==> config.mk <==
export PLATFORM = sky130hd
export DESIGN_NAME = ultrasonic_echo_ranger
export DESIGN_NICKNAME = d
export VERILOG_FILES = /design/src/design/uer_pkg.sv /design/src/design/uer_dp.sv /design/src/design/uer_ctrl.sv /design/src/design/ultrasonic_echo_ranger.sv
export SDC_FILE = /design/constraint.sdc
export NUM_CORES = 1
export LEC_CHECK = 0
export BUFFER_PORTS_ARGS = -buffer_cell sky130_fd_sc_hd__buf_2
export CORE_MARGIN = 2
export CORE_UTILIZATION = 55
export CTS_CLUSTER_DIAMETER = 200
export DETAILED_ROUTE_END_ITERATION = 10
export HOLD_SLACK_MARGIN = 0.1
export PLACE_DENSITY = 0.73
export SLEW_MARGIN = 20
export SYNTH_ARGS = -nofsm -noshare
export SYNTH_HDL_FRONTEND = slang
export SYNTH_SLANG_ARGS = --single-unit
==> constraint.sdc <==
create_clock -name clk -period 7 [get_ports clk]
set_clock_uncertainty 0.05 [all_clocks]
set_input_delay 0.7 -clock clk [delete_from_list [all_inputs] [get_ports clk]]
set_output_delay 0.7 -clock clk [all_outputs]
set_load 0.02 [all_outputs]
==> src/design/uer_pkg.sv <==
// Shared constants, register indexes and controller/datapath interface types.
package uer_pkg;

	localparam int WIDTH_BITS = 16;

	localparam int EW_W   = WIDTH_BITS;       // echo width counter
	localparam int TMR_W  = 16;               // phase timer
	localparam int TOT_W  = WIDTH_BITS + 5;   // batch echo total
	localparam int CNT_W  = 5;                // samples taken
	localparam int DIST_W = 19;               // Q8 distance
	localparam int CM_W   = 8;
	localparam int TRW_W  = 10;
	localparam int DIVS_W = CM_W + CNT_W;     // divisor us_per_cm * samples
	localparam int DVD_W  = TOT_W + 8;        // dividend total << 8
	localparam int DCNT_W = $clog2(DVD_W);

	localparam int CFG_W  = 16;
	localparam int CIDX_W = 2;

	localparam logic [CIDX_W-1:0] REG_TRIG_W  = CIDX_W'(0);
	localparam logic [CIDX_W-1:0] REG_SAMPLES = CIDX_W'(1);
	localparam logic [CIDX_W-1:0] REG_GAP     = CIDX_W'(2);
	localparam logic [CIDX_W-1:0] REG_US_CM   = CIDX_W'(3);

	localparam logic [TRW_W-1:0] TRIG_W_RST  = TRW_W'(20);
	localparam logic [CNT_W-1:0] SAMPLES_RST = CNT_W'(10);
	localparam logic [TMR_W-1:0] GAP_RST     = TMR_W'(10000);
	localparam logic [CM_W-1:0]  US_CM_RST   = CM_W'(58);

	localparam logic [CNT_W-1:0]  BATCH_MAX = CNT_W'(16);
	localparam logic [DIST_W-1:0] DIST_MAX  = '1;

	typedef enum logic [1:0] {
		TMR_HOLD,
		TMR_CLR,
		TMR_TRIG,
		TMR_GAP
	} tmr_op_t;

	typedef struct packed {
		logic    clr_batch;
		tmr_op_t tmr_op;
		logic    width_clr;
		logic    width_step;
		logic    accum;
		logic    div_start;
	} dp_cmd_t;

	typedef struct packed {
		logic trig_reach;
		logic gap_reach;
		logic batch_full;
		logic div_done;
	} dp_sts_t;

endpackage

==> src/design/uer_dp.sv <==
// Ranger datapath: config registers, timers, echo accumulation, serial divider.
module uer_dp import uer_pkg::*; (
	input  logic                clk,
	input  logic                arst_n,
	input  logic                cfg_we,
	input  logic [CIDX_W-1:0]   cfg_index,
	input  logic [CFG_W-1:0]    cfg_data,
	input  logic                tick,
	input  dp_cmd_t             cmd,
	output dp_sts_t             sts,
	output logic [DIST_W-1:0]   distance_q8
);

	logic [TRW_W-1:0]  trig_w_q;
	logic [CNT_W-1:0]  samples_cfg_q;
	logic [TMR_W-1:0]  gap_q;
	logic [CM_W-1:0]   us_cm_q;

	logic [TMR_W-1:0]  tmr_q;
	logic [EW_W-1:0]   width_q;
	logic [TOT_W-1:0]  total_q;
	logic [CNT_W-1:0]  samples_q;

	logic              div_act_q;
	logic [DCNT_W-1:0] dcnt_q;
	logic [DIVS_W-1:0] rem_q;
	logic [DVD_W-1:0]  quo_q;
	logic [DIVS_W-1:0] dvsr_q;
	logic [DIST_W-1:0] dist_q;

	logic [TRW_W-1:0]  tw_eff;
	logic [CNT_W-1:0]  len_eff;
	logic [CM_W-1:0]   cm_eff;
	logic [CNT_W-1:0]  n_eff;
	logic [TMR_W-1:0]  tmr_trig_nx;
	logic [TMR_W-1:0]  tmr_gap_nx;
	logic [DIVS_W:0]   rem_sh;
	logic [DIVS_W:0]   rem_sub;
	logic              fits;
	logic [DVD_W-1:0]  quo_nx;
	logic              div_last;

	always_ff @(posedge clk or negedge arst_n) begin
		if (!arst_n) begin
			trig_w_q      <= TRIG_W_RST;
			samples_cfg_q <= SAMPLES_RST;
			gap_q         <= GAP_RST;
			us_cm_q       <= US_CM_RST;
		end else if (cfg_we) begin
			unique case (cfg_index)
				REG_TRIG_W:  trig_w_q      <= cfg_data[TRW_W-1:0];
				REG_SAMPLES: samples_cfg_q <= cfg_data[CNT_W-1:0];
				REG_GAP:     gap_q         <= cfg_data[TMR_W-1:0];
				REG_US_CM:   us_cm_q       <= cfg_data[CM_W-1:0];
				default:     ;
			endcase
		end
	end

	// zero and out-of-range settings clamp
	assign tw_eff  = (trig_w_q == '0) ? TRW_W'(1) : trig_w_q;
	assign cm_eff  = (us_cm_q == '0) ? CM_W'(1) : us_cm_q;
	assign n_eff   = (samples_q == '0) ? CNT_W'(1) : samples_q;
	always_comb begin
		priority if (samples_cfg_q == '0)       len_eff = CNT_W'(1);
		else if (samples_cfg_q > BATCH_MAX)     len_eff = BATCH_MAX;
		else                                    len_eff = samples_cfg_q;
	end

	assign tmr_trig_nx = (tick && tmr_q != '1) ? tmr_q + TMR_W'(1) : tmr_q;
	assign tmr_gap_nx  = (tick && tmr_q < gap_q) ? tmr_q + TMR_W'(1) : tmr_q;

	assign sts.trig_reach = tmr_trig_nx >= TMR_W'(tw_eff);
	assign sts.gap_reach  = tmr_gap_nx >= gap_q;
	assign sts.batch_full = samples_q >= len_eff;

	always_ff @(posedge clk or negedge arst_n) begin
		if (!arst_n) begin
			tmr_q     <= '0;
			width_q   <= '0;
			total_q   <= '0;
			samples_q <= '0;
		end else if (cmd.clr_batch) begin
			tmr_q     <= '0;
			width_q   <= '0;
			total_q   <= '0;
			samples_q <= '0;
		end else begin
			unique case (cmd.tmr_op)
				TMR_HOLD: ;
				TMR_CLR:  tmr_q <= '0;
				TMR_TRIG: tmr_q <= tmr_trig_nx;
				TMR_GAP:  tmr_q <= tmr_gap_nx;
				default:  ;
			endcase
			if (cmd.width_clr)
				width_q <= '0;
			else if (cmd.width_step && tick && width_q != '1)
				width_q <= width_q + EW_W'(1);
			if (cmd.accum) begin
				total_q <= total_q + TOT_W'(width_q);
				if (samples_q != '1)
					samples_q <= samples_q + CNT_W'(1);
			end
		end
	end

	// restoring divider, one quotient bit per cycle
	assign rem_sh   = {rem_q, quo_q[DVD_W-1]};
	assign fits     = rem_sh >= {1'b0, dvsr_q};
	assign rem_sub  = fits ? rem_sh - {1'b0, dvsr_q} : rem_sh;
	assign quo_nx   = {quo_q[DVD_W-2:0], fits};
	assign div_last = div_act_q && (dcnt_q == DCNT_W'(DVD_W - 1));

	assign sts.div_done = div_last;

	always_ff @(posedge clk or negedge arst_n) begin
		if (!arst_n) begin
			div_act_q <= 1'b0;
			dcnt_q    <= '0;
			dist_q    <= '0;
		end else if (cmd.div_start) begin
			div_act_q <= 1'b1;
			dcnt_q    <= '0;
		end else if (div_act_q) begin
			dcnt_q <= dcnt_q + DCNT_W'(1);
			if (div_last) begin
				div_act_q <= 1'b0;
				dist_q    <= (quo_nx > DVD_W'(DIST_MAX)) ? DIST_MAX : quo_nx[DIST_W-1:0];
			end
		end
	end

	always_ff @(posedge clk) begin
		if (cmd.div_start) begin
			rem_q  <= '0;
			quo_q  <= {total_q, 8'd0};
			dvsr_q <= DIVS_W'(cm_eff) * DIVS_W'(n_eff);
		end else if (div_act_q) begin
			rem_q <= rem_sub[DIVS_W-1:0];
			quo_q <= quo_nx;
		end
	end

	assign distance_q8 = dist_q;

endmodule

==> src/design/uer_ctrl.sv <==
// Ranger controller: measurement phase machine and request handshake sequencing.
module uer_ctrl import uer_pkg::*; (
	input  logic    clk,
	input  logic    arst_n,
	input  logic    in_valid,
	output logic    in_stall,
	input  logic    echo,
	input  logic    start_req,
	output logic    out_valid,
	input  logic    out_stall,
	output logic    trigger,
	output logic    busy_res,
	output logic    done_res,
	input  dp_sts_t sts,
	output dp_cmd_t cmd
);

	localparam logic [2:0] PH_IDLE  = 3'd0;
	localparam logic [2:0] PH_TRIG  = 3'd1;
	localparam logic [2:0] PH_WAIT  = 3'd2;
	localparam logic [2:0] PH_COUNT = 3'd3;
	localparam logic [2:0] PH_GAP   = 3'd4;

	localparam logic SEQ_RUN = 1'b0;
	localparam logic SEQ_DIV = 1'b1;

	logic [2:0] phase_q;
	logic [2:0] ph_nx;
	logic       seq_q;
	logic       out_valid_q;
	logic       done_q;
	logic       in_acc;
	logic       fin;
	dp_cmd_t    cmd_raw;

	assign in_stall = (seq_q == SEQ_DIV) || (out_valid_q && out_stall);
	assign in_acc   = in_valid && !in_stall;

	always_comb begin
		cmd_raw = '0;
		ph_nx   = phase_q;
		fin     = 1'b0;
		unique case (phase_q)
			PH_IDLE: begin
				if (start_req) begin
					ph_nx             = PH_TRIG;
					cmd_raw.clr_batch = 1'b1;
				end
			end
			PH_TRIG: begin
				cmd_raw.tmr_op = TMR_TRIG;
				if (sts.trig_reach)
					ph_nx = PH_WAIT;
			end
			PH_WAIT: begin
				if (echo) begin
					ph_nx             = PH_COUNT;
					cmd_raw.width_clr = 1'b1;
				end
			end
			PH_COUNT: begin
				if (echo) begin
					cmd_raw.width_step = 1'b1;
				end else begin
					cmd_raw.accum  = 1'b1;
					cmd_raw.tmr_op = TMR_CLR;
					ph_nx          = PH_GAP;
				end
			end
			PH_GAP: begin
				cmd_raw.tmr_op = TMR_GAP;
				if (sts.gap_reach) begin
					if (sts.batch_full) begin
						ph_nx             = PH_IDLE;
						cmd_raw.div_start = 1'b1;
						fin               = 1'b1;
					end else begin
						ph_nx          = PH_TRIG;
						cmd_raw.tmr_op = TMR_CLR;
					end
				end
			end
			default: ph_nx = PH_IDLE;
		endcase
	end

	assign cmd = in_acc ? cmd_raw : '0;

	always_ff @(posedge clk or negedge arst_n) begin
		if (!arst_n) begin
			phase_q     <= PH_IDLE;
			seq_q       <= SEQ_RUN;
			out_valid_q <= 1'b0;
			done_q      <= 1'b0;
		end else begin
			if (in_acc)
				phase_q <= ph_nx;
			if (seq_q == SEQ_DIV) begin
				if (sts.div_done) begin
					seq_q       <= SEQ_RUN;
					out_valid_q <= 1'b1;
					done_q      <= 1'b1;
				end
			end else if (in_acc) begin
				seq_q       <= fin ? SEQ_DIV : SEQ_RUN;
				out_valid_q <= !fin;
				done_q      <= 1'b0;
			end else if (out_valid_q && !out_stall) begin
				out_valid_q <= 1'b0;
			end
		end
	end

	assign out_valid = out_valid_q;
	assign done_res  = done_q;
	assign trigger   = (phase_q == PH_TRIG);
	assign busy_res  = (phase_q != PH_IDLE);

endmodule

==> src/design/ultrasonic_echo_ranger.sv <==
// Top level of the ultrasonic echo ranger: controller plus datapath.
// Each input request is one clock-domain sample of the ranging interface (tick,
// echo, start_req) and yields exactly one output request with the trigger level,
// busy flag, done flag and the last averaged distance in Q8 centimetres. A start
// in idle clears the batch; each measurement drives trigger for trigger_width_us
// ticks, waits for echo, counts echo ticks (saturating at 2^WIDTH_BITS - 1),
// then waits gap_us ticks. When the gap after the last sample ends, the average
// floor(total * 256 / (us_per_cm * samples)) is computed, saturated at 524287.
// An ordinary request's output is valid in the cycle after it is accepted.
// The request that closes a batch waits for the restoring divider, which
// retires one quotient bit per cycle; input stall is high while the division
// runs. Results sit in an output register, so a new request is accepted in the
// cycle the previous one is taken. There is no echo timeout: without an echo
// the block waits until reset. Configuration writes take effect at once and
// belong in idle time.
module ultrasonic_echo_ranger import uer_pkg::*; (
	input  logic              clk,
	input  logic              arst_n,
	// config write port
	input  logic              cfg_we,
	input  logic [CIDX_W-1:0] cfg_index,
	input  logic [CFG_W-1:0]  cfg_data,
	// input requests
	input  logic              in_valid,
	output logic              in_stall,
	input  logic              tick,
	input  logic              echo,
	input  logic              start_req,
	// output requests
	output logic              out_valid,
	input  logic              out_stall,
	output logic              trigger,
	output logic              busy_res,
	output logic              done_res,
	output logic [DIST_W-1:0] distance_q8
);

	dp_cmd_t cmd;
	dp_sts_t sts;

	// phase machine and handshake; trigger/busy come straight off phase state,
	// which only moves on accept, so they hold while the output is stalled
	uer_ctrl u_ctrl (
		.clk       (clk),
		.arst_n    (arst_n),
		.in_valid  (in_valid),
		.in_stall  (in_stall),
		.echo      (echo),
		.start_req (start_req),
		.out_valid (out_valid),
		.out_stall (out_stall),
		.trigger   (trigger),
		.busy_res  (busy_res),
		.done_res  (done_res),
		.sts       (sts),
		.cmd       (cmd)
	);

	// counters, accumulation and the serial divider; distance register only
	// updates at the end of a division, while no output is pending
	uer_dp u_dp (
		.clk         (clk),
		.arst_n      (arst_n),
		.cfg_we      (cfg_we),
		.cfg_index   (cfg_index),
		.cfg_data    (cfg_data),
		.tick        (tick),
		.cmd         (cmd),
		.sts         (sts),
		.distance_q8 (distance_q8)
	);

endmodule

After elaboration in Yosys (flattened, before gate mapping)
Index checks and enable logic that the tools add are counted.

Flip-flop bits (word level): 183. Logic and storage cells: 145. Output and inout port bits: 24.

Bitwise operators: 1. Reduce and logical (&&, ||, !) cells: 35. Magnitude comparators: 7. $mul: 1. Muxes and demuxes: 56. Add/subtract/negate cells: 6. Eq/ne operators: 20.

Operators with widths (number): 2-to-1 mux 16 bit (6); 2-to-1 mux 29 bit (2); case mux 16 bit (3 select lines) (1); 2-to-1 mux 21 bit (2); 2-to-1 mux 5 bit (8); adder 16 x 1 -> 16 bit (second input constant) (2); inequality test 16 bit (second input constant) (2); greater-than comparator 29 x 19 -> 1 bit (second input constant) (1); 2-to-1 mux 1 bit (22); adder 21 x 16 -> 21 bit (1); 2-to-1 mux 19 bit (1); >= comparator 16 x 10 -> 1 bit (1); >= comparator 16 bit (1); < comparator 16 bit (1); 2-to-1 mux 3 bit (5); case mux 3 bit (5 select lines) (1); >= comparator 14 x 13 -> 1 bit (1); AND reduction 2 bit (7); multiplier 8 x 5 -> 13 bit (1); 2-to-1 mux 13 bit (1); subtractor 13 bit (1); adder 5 x 1 -> 5 bit (second input constant) (2); zero test 10 bit (1); zero test 5 bit (2); 28 further kinds (53).

Longest topological paths before layout
Word-level depth: 13. Gate-level depth with buffers: 27. Gate-level depth less buffers: 25.

Modules after synthesis
Synthesis repeated with hierarchy kept, for this count alone.

Cell total of the unflattened synthesis: 1220. Area total of the unflattened synthesis: 11939.0 µm².

By module, submodules not included: uer_dp (cells an instance 1166, area an instance 11467.2 µm², instances 1); uer_ctrl (cells an instance 54, area an instance 471.7 µm², instances 1).

Worst setup path after synthesis
No wires, ideal clock.

Kind: flip-flop to flip-flop. From: reg u_dp.gap_q[9]. To: reg u_dp.tmr_q[8]. Clock period less this slack: 5120 ps. Stages on the path, launching flop included: 27. Data arrival time: 4976 ps. Setup slack: 1880 ps. Required time: 6856 ps. Setup time: 94 ps. Cells stage by stage: dfstp_2 inv_1 ha_1 a21o_1 a21o_1 a221oi_2 o22ai_1 nor3_4 clkbuf_1 nand2_1 xnor2_1 ha_1 a21oi_1 nand2_1 a211oi_1 o211ai_1 a31oi_1 o21ai_0 a21oi_1 ha_1 clkbuf_1 nand2b_1 nand3_1 clkbuf_1 a21boi_0 o32ai_1 a211oi_1.

Cells in the longest elaborated chain, start to end: 10. Elaborated cells on any way between the ends: 13. Classes of those cells: 2 x order compare; 3 x eq/ne; 6 x mux; 2 x reduce/logical.

Ends and longest elaborated chain: from (decl) (line uer_dp.sv:16) `logic [TMR_W-1:0] gap_q;`; from (signal assigned) (line uer_dp.sv:53) `REG_GAP: gap_q <= cfg_data[TMR_W-1:0];`; < comparator 16 bit (line uer_dp.sv:71) `assign tmr_gap_nx = (tick && tmr_q < gap_q) ? tmr_q + TMR_W'(1) : tmr_q;`; logical AND 1 bit (line uer_dp.sv:71); 2-to-1 mux 16 bit (line uer_dp.sv:71); >= comparator 16 bit (line uer_dp.sv:74) `assign sts.gap_reach = tmr_gap_nx >= gap_q;`; 2-to-1 mux 2 bit (line uer_ctrl.sv:72) `if (sts.gap_reach) begin`; case mux 2 bit (3 select lines) (line uer_ctrl.sv:43) `unique case (phase_q)`; 2-to-1 mux 7 bit (line uer_ctrl.sv:87) `assign cmd = in_acc ? cmd_raw : '0;`; == test 2 bit / == test 2 x 1 -> 1 bit (equally long branches) (line uer_dp.sv:89) `unique case (cmd.tmr_op)`; case mux 16 bit (3 select lines) (line uer_dp.sv:89); 2-to-1 mux 16 bit (line uer_dp.sv:83) `end else if (cmd.clr_batch) begin`; to (signal assigned) (line uer_dp.sv:92) `TMR_TRIG: tmr_q <= tmr_trig_nx;`; to (signal assigned) (line uer_dp.sv:93) `TMR_GAP: tmr_q <= tmr_gap_nx;`; to (decl) (line uer_dp.sv:19) `logic [TMR_W-1:0] tmr_q;`.

Several ways; a longest one is shown, not always the timed one. A chain may end at the register's enable or synchronous reset.

Worst setup path after layout
From: reg u_dp.gap_q[9]. To: reg u_dp.tmr_q[10].

Same word-level chain as after synthesis.

==> flow_metrics.tcl <==
set metrics [dict create \
    crit_path_max_incr_delay_ns 0.68 \
    crit_chain "inv_1 > ha_1 > a21o_1 > a21o_1 > a221oi_2 > o22ai_1 > nor3_4 > nand3_1 > xnor2_1 > ha_1 > a21o_1 > a21oi_1 > o211ai_1 > a31oi_1 > o21ai_0 > a21oi_1 > ha_1 > nand2b_1 > nand3_1 > nor2_1 > a21oi_1 > o31ai_1" \
    rsz0062_at_grt "no" \
    cts_resized 0 \
    hpwlAfterDp_microns 19160 \
    synth_ff_type "dfrtp_1" \
    required_ns 7.29 \
    die_y_microns 152.5 \
    cts.sinks 183 \
    path_delay_family "compound AO/OA/AOI/OAI gates" \
    cts_root_buffer "clkbuf_16" \
    synth.distinct_cells 78 \
    mostFrequentLayoutCell "nand2_1" \
    worst_setup_path_end_kind "flip-flop" \
    synth_compound_area_frac 0.1510 \
    timing.final.crit_share 0.9158 \
    syn_inst 1322 \
    worstMarginPinSlew_ns 0.9350 \
    antenna_found_initial 1 \
    cts_setup_buffers 0 \
    synthArstFlopShare 0.6995 \
    dieArea_sq_um 23260 \
    grt_max_degree 74 \
    place_area_sq_um 12570 \
    max_freq_mhz 156.0 \
    ys_warn_count 0 \
    start_kind "flip-flop" \
    power.leakage_nw 6.011 \
    hold_buffers 0 \
    cts_tree "yes" \
    drcViolationCount 0 \
    htree_levels 4 \
    syn_area_per_cell_sq_um 9.175 \
    synth-edff-count 34 \
    setup_viol 0 \
    hold_viol 0 \
    ys_seq_elements 183 \
    wl_per_cell_microns 16.16 \
    clk_pin_slew_ns 0.08 \
    hold_ws_ns 0.3562 \
    power_density_nw_per_um2 256.7 \
    ioPinCount 50 \
    final_core_util 0.6071 \
    synth_xor_area_frac 0.05261 \
    grt_pass1_wl_microns 44990 \
    overflow 0 \
    fin_crit_ns 6.410 \
    totalPowerFinal_mw 3.391 \
    place_congestion 0.9195 \
    stdcell_area_sq_um 13210 \
    yosys-top-cells-area "dfrtp_1 24%, ha_1 11%, edfxtp_1 8.4%" \
    core_sq_um 21760 \
    synthMuxAreaShare 0.04374 \
    finalSetupTns_ns 0 \
    synth-seq-area-share 0.3843 \
    drt_first_iter_violations 591 \
    numPortBuffers 49 \
    via_count 9433 \
    nets 1496 \
    wirelength_microns 26490 \
    syn_to_final_growth_pct 8.892 \
    std_cell_rows 54 \
    antenna_left 0 \
    grt_util_all_layers 0.2336 \
    drive_above_1_share 0.1178 \
    slew_headroom 0.3739 \
    synth_fa_ha_area_frac 0.1413 \
    crit_type "flip-flop to flip-flop" \
    path_max_fanout 17 \
    slowest_stage "nor3_4" \
    grt_pass1_vias 9223 \
    synth_simple_gate_area_frac 0.1813 \
    drt_pass1_iterations 5 \
    cts_max_path_buffers 2 \
    cp_num_buf_inv 1 \
    syn_area_sq_um 12130 \
    synth_top_family_by_area "simple AND/OR/NAND/NOR gates" \
    synth_top_cell_area_share 0.2373 \
    vias_per_cell 5.755 \
    start_util 0.5575 \
    yosysTopAreaCell "dfrtp_1" \
    layout_common_cells "147 x nand2_1, 142 x nor2_1, 114 x dfrtp_1" \
    finalMaxSlewViolations 0 \
    worstSkewPairLatency_ns 0.44 \
    die_x_microns 152.5 \
    peakVddDrop_mv 0.1718 \
    cts_made_buffers 17 \
    drv_cap 0 \
    hp-class "primary input to async pin" \
    syn-num-nets 1473 \
    crit_arrival_ns 6.70 \
    fill_cells 1873 \
    status "complete, no violations" \
]
## registers in the layout (all words and copies together), names as in the netlist, 10 cells and up
name              count
u_dp.gap_q           16
u_dp.tmr_q           16
u_dp.rem_q           13
u_dp.total_q         21
u_dp.width_q         16
u_dp.distance_q8     19
u_dp.quo_q           29
u_dp.trig_w_q        10
u_dp.dvsr_q          13
## logic make-up after synthesis
kind of cell             after synthesis
AND/OR/NAND/NOR                      466
buffers and inverters                135
adder cells (fa/ha/maj)              125
multiplexers                          49
AO/OA/AOI/OAI                        292
flip-flops                           183
XOR/XNOR                              72
## path summary, 6_finish.rpt
kind                                 from              endpoint  slack [ns]  cells past startpoint
setup / recovery            u_dp.gap_q[9]        u_dp.tmr_q[10]        0.59                     22
hold / removal                     arst_n  u_dp.distance_q8[13]        0.36                      1
setup reg to reg            u_dp.gap_q[9]        u_dp.tmr_q[10]        0.59                     22
hold reg to reg            u_dp.rem_q[10]        u_dp.rem_q[11]        0.46                      2
max in group asynchronous          arst_n       u_dp.width_q[7]        5.25                      2
min in group clk             cfg_data[12]        u_dp.gap_q[12]        0.45                      2
## report_power, final
part	internal [mW]	switching (mW)	leakage, nW	total (mW)
logic	0.406	0.557	3.64	0.963
clock network	0.550	0.471	0.305	1.02
registers	1.25	0.157	2.06	1.41
## synth_stat cells, types with 6 or more instances
master	number
buf_2	13
nand3_1	33
o21ai_0	91
edfxtp_1	34
o31ai_1	7
a21oi_1	80
nor2b_1	19
xnor2_1	33
nand4_1	15
nand2b_1	9
o211ai_1	11
and3_1	11
nor4_1	6
nor2_1	142
clkbuf_1	35
or3_1	6
dfxtp_1	21
and2_1	21
mux2i_1	17
dfrtp_1	115
ha_1	105
a21o_1	24
a211oi_1	12
fa_1	20
nand2_1	147
o21a_1	12
dfstp_2	13
xor2_1	38
nor3_1	29
inv_1	80
mux2_2	32
## metrics by stage
stage,instances,setup WS (ns)
after floorplan,1322,1.880
after global placement,1606,1.025
after detailed placement,1606,0.8087
after CTS,1638,0.7031
after global routing,1639,0.1396
final,1639,0.5897
## per-layer routing
metal,GRT usage,part of all wire,vias to the layer above
li1,-,-,4678
met1,0.3055,0.45,4505
met2,0.3979,0.49,206
met3,0.03697,0.040,44
met4,0.07981,0.024,0
met5,0,0,-
## layout make-up
class | count | area [sq um] | share of cell area
Clock buffer | 17 | 425.4 | 0.03221
Multi-Input combinational cell | 1004 | 6934 | 0.5250
Tap cell | 280 | 350.3 | 0.02653
Inverter | 80 | 300.3 | 0.02274
Sequential cell | 183 | 4662 | 0.3530
Timing Repair Buffer | 59 | 322.8 | 0.02444
Clock inverter | 15 | 210.2 | 0.01592
Antenna cell | 1 | 2.502 | 0.0001895
(Power assumes the default switching activity.)
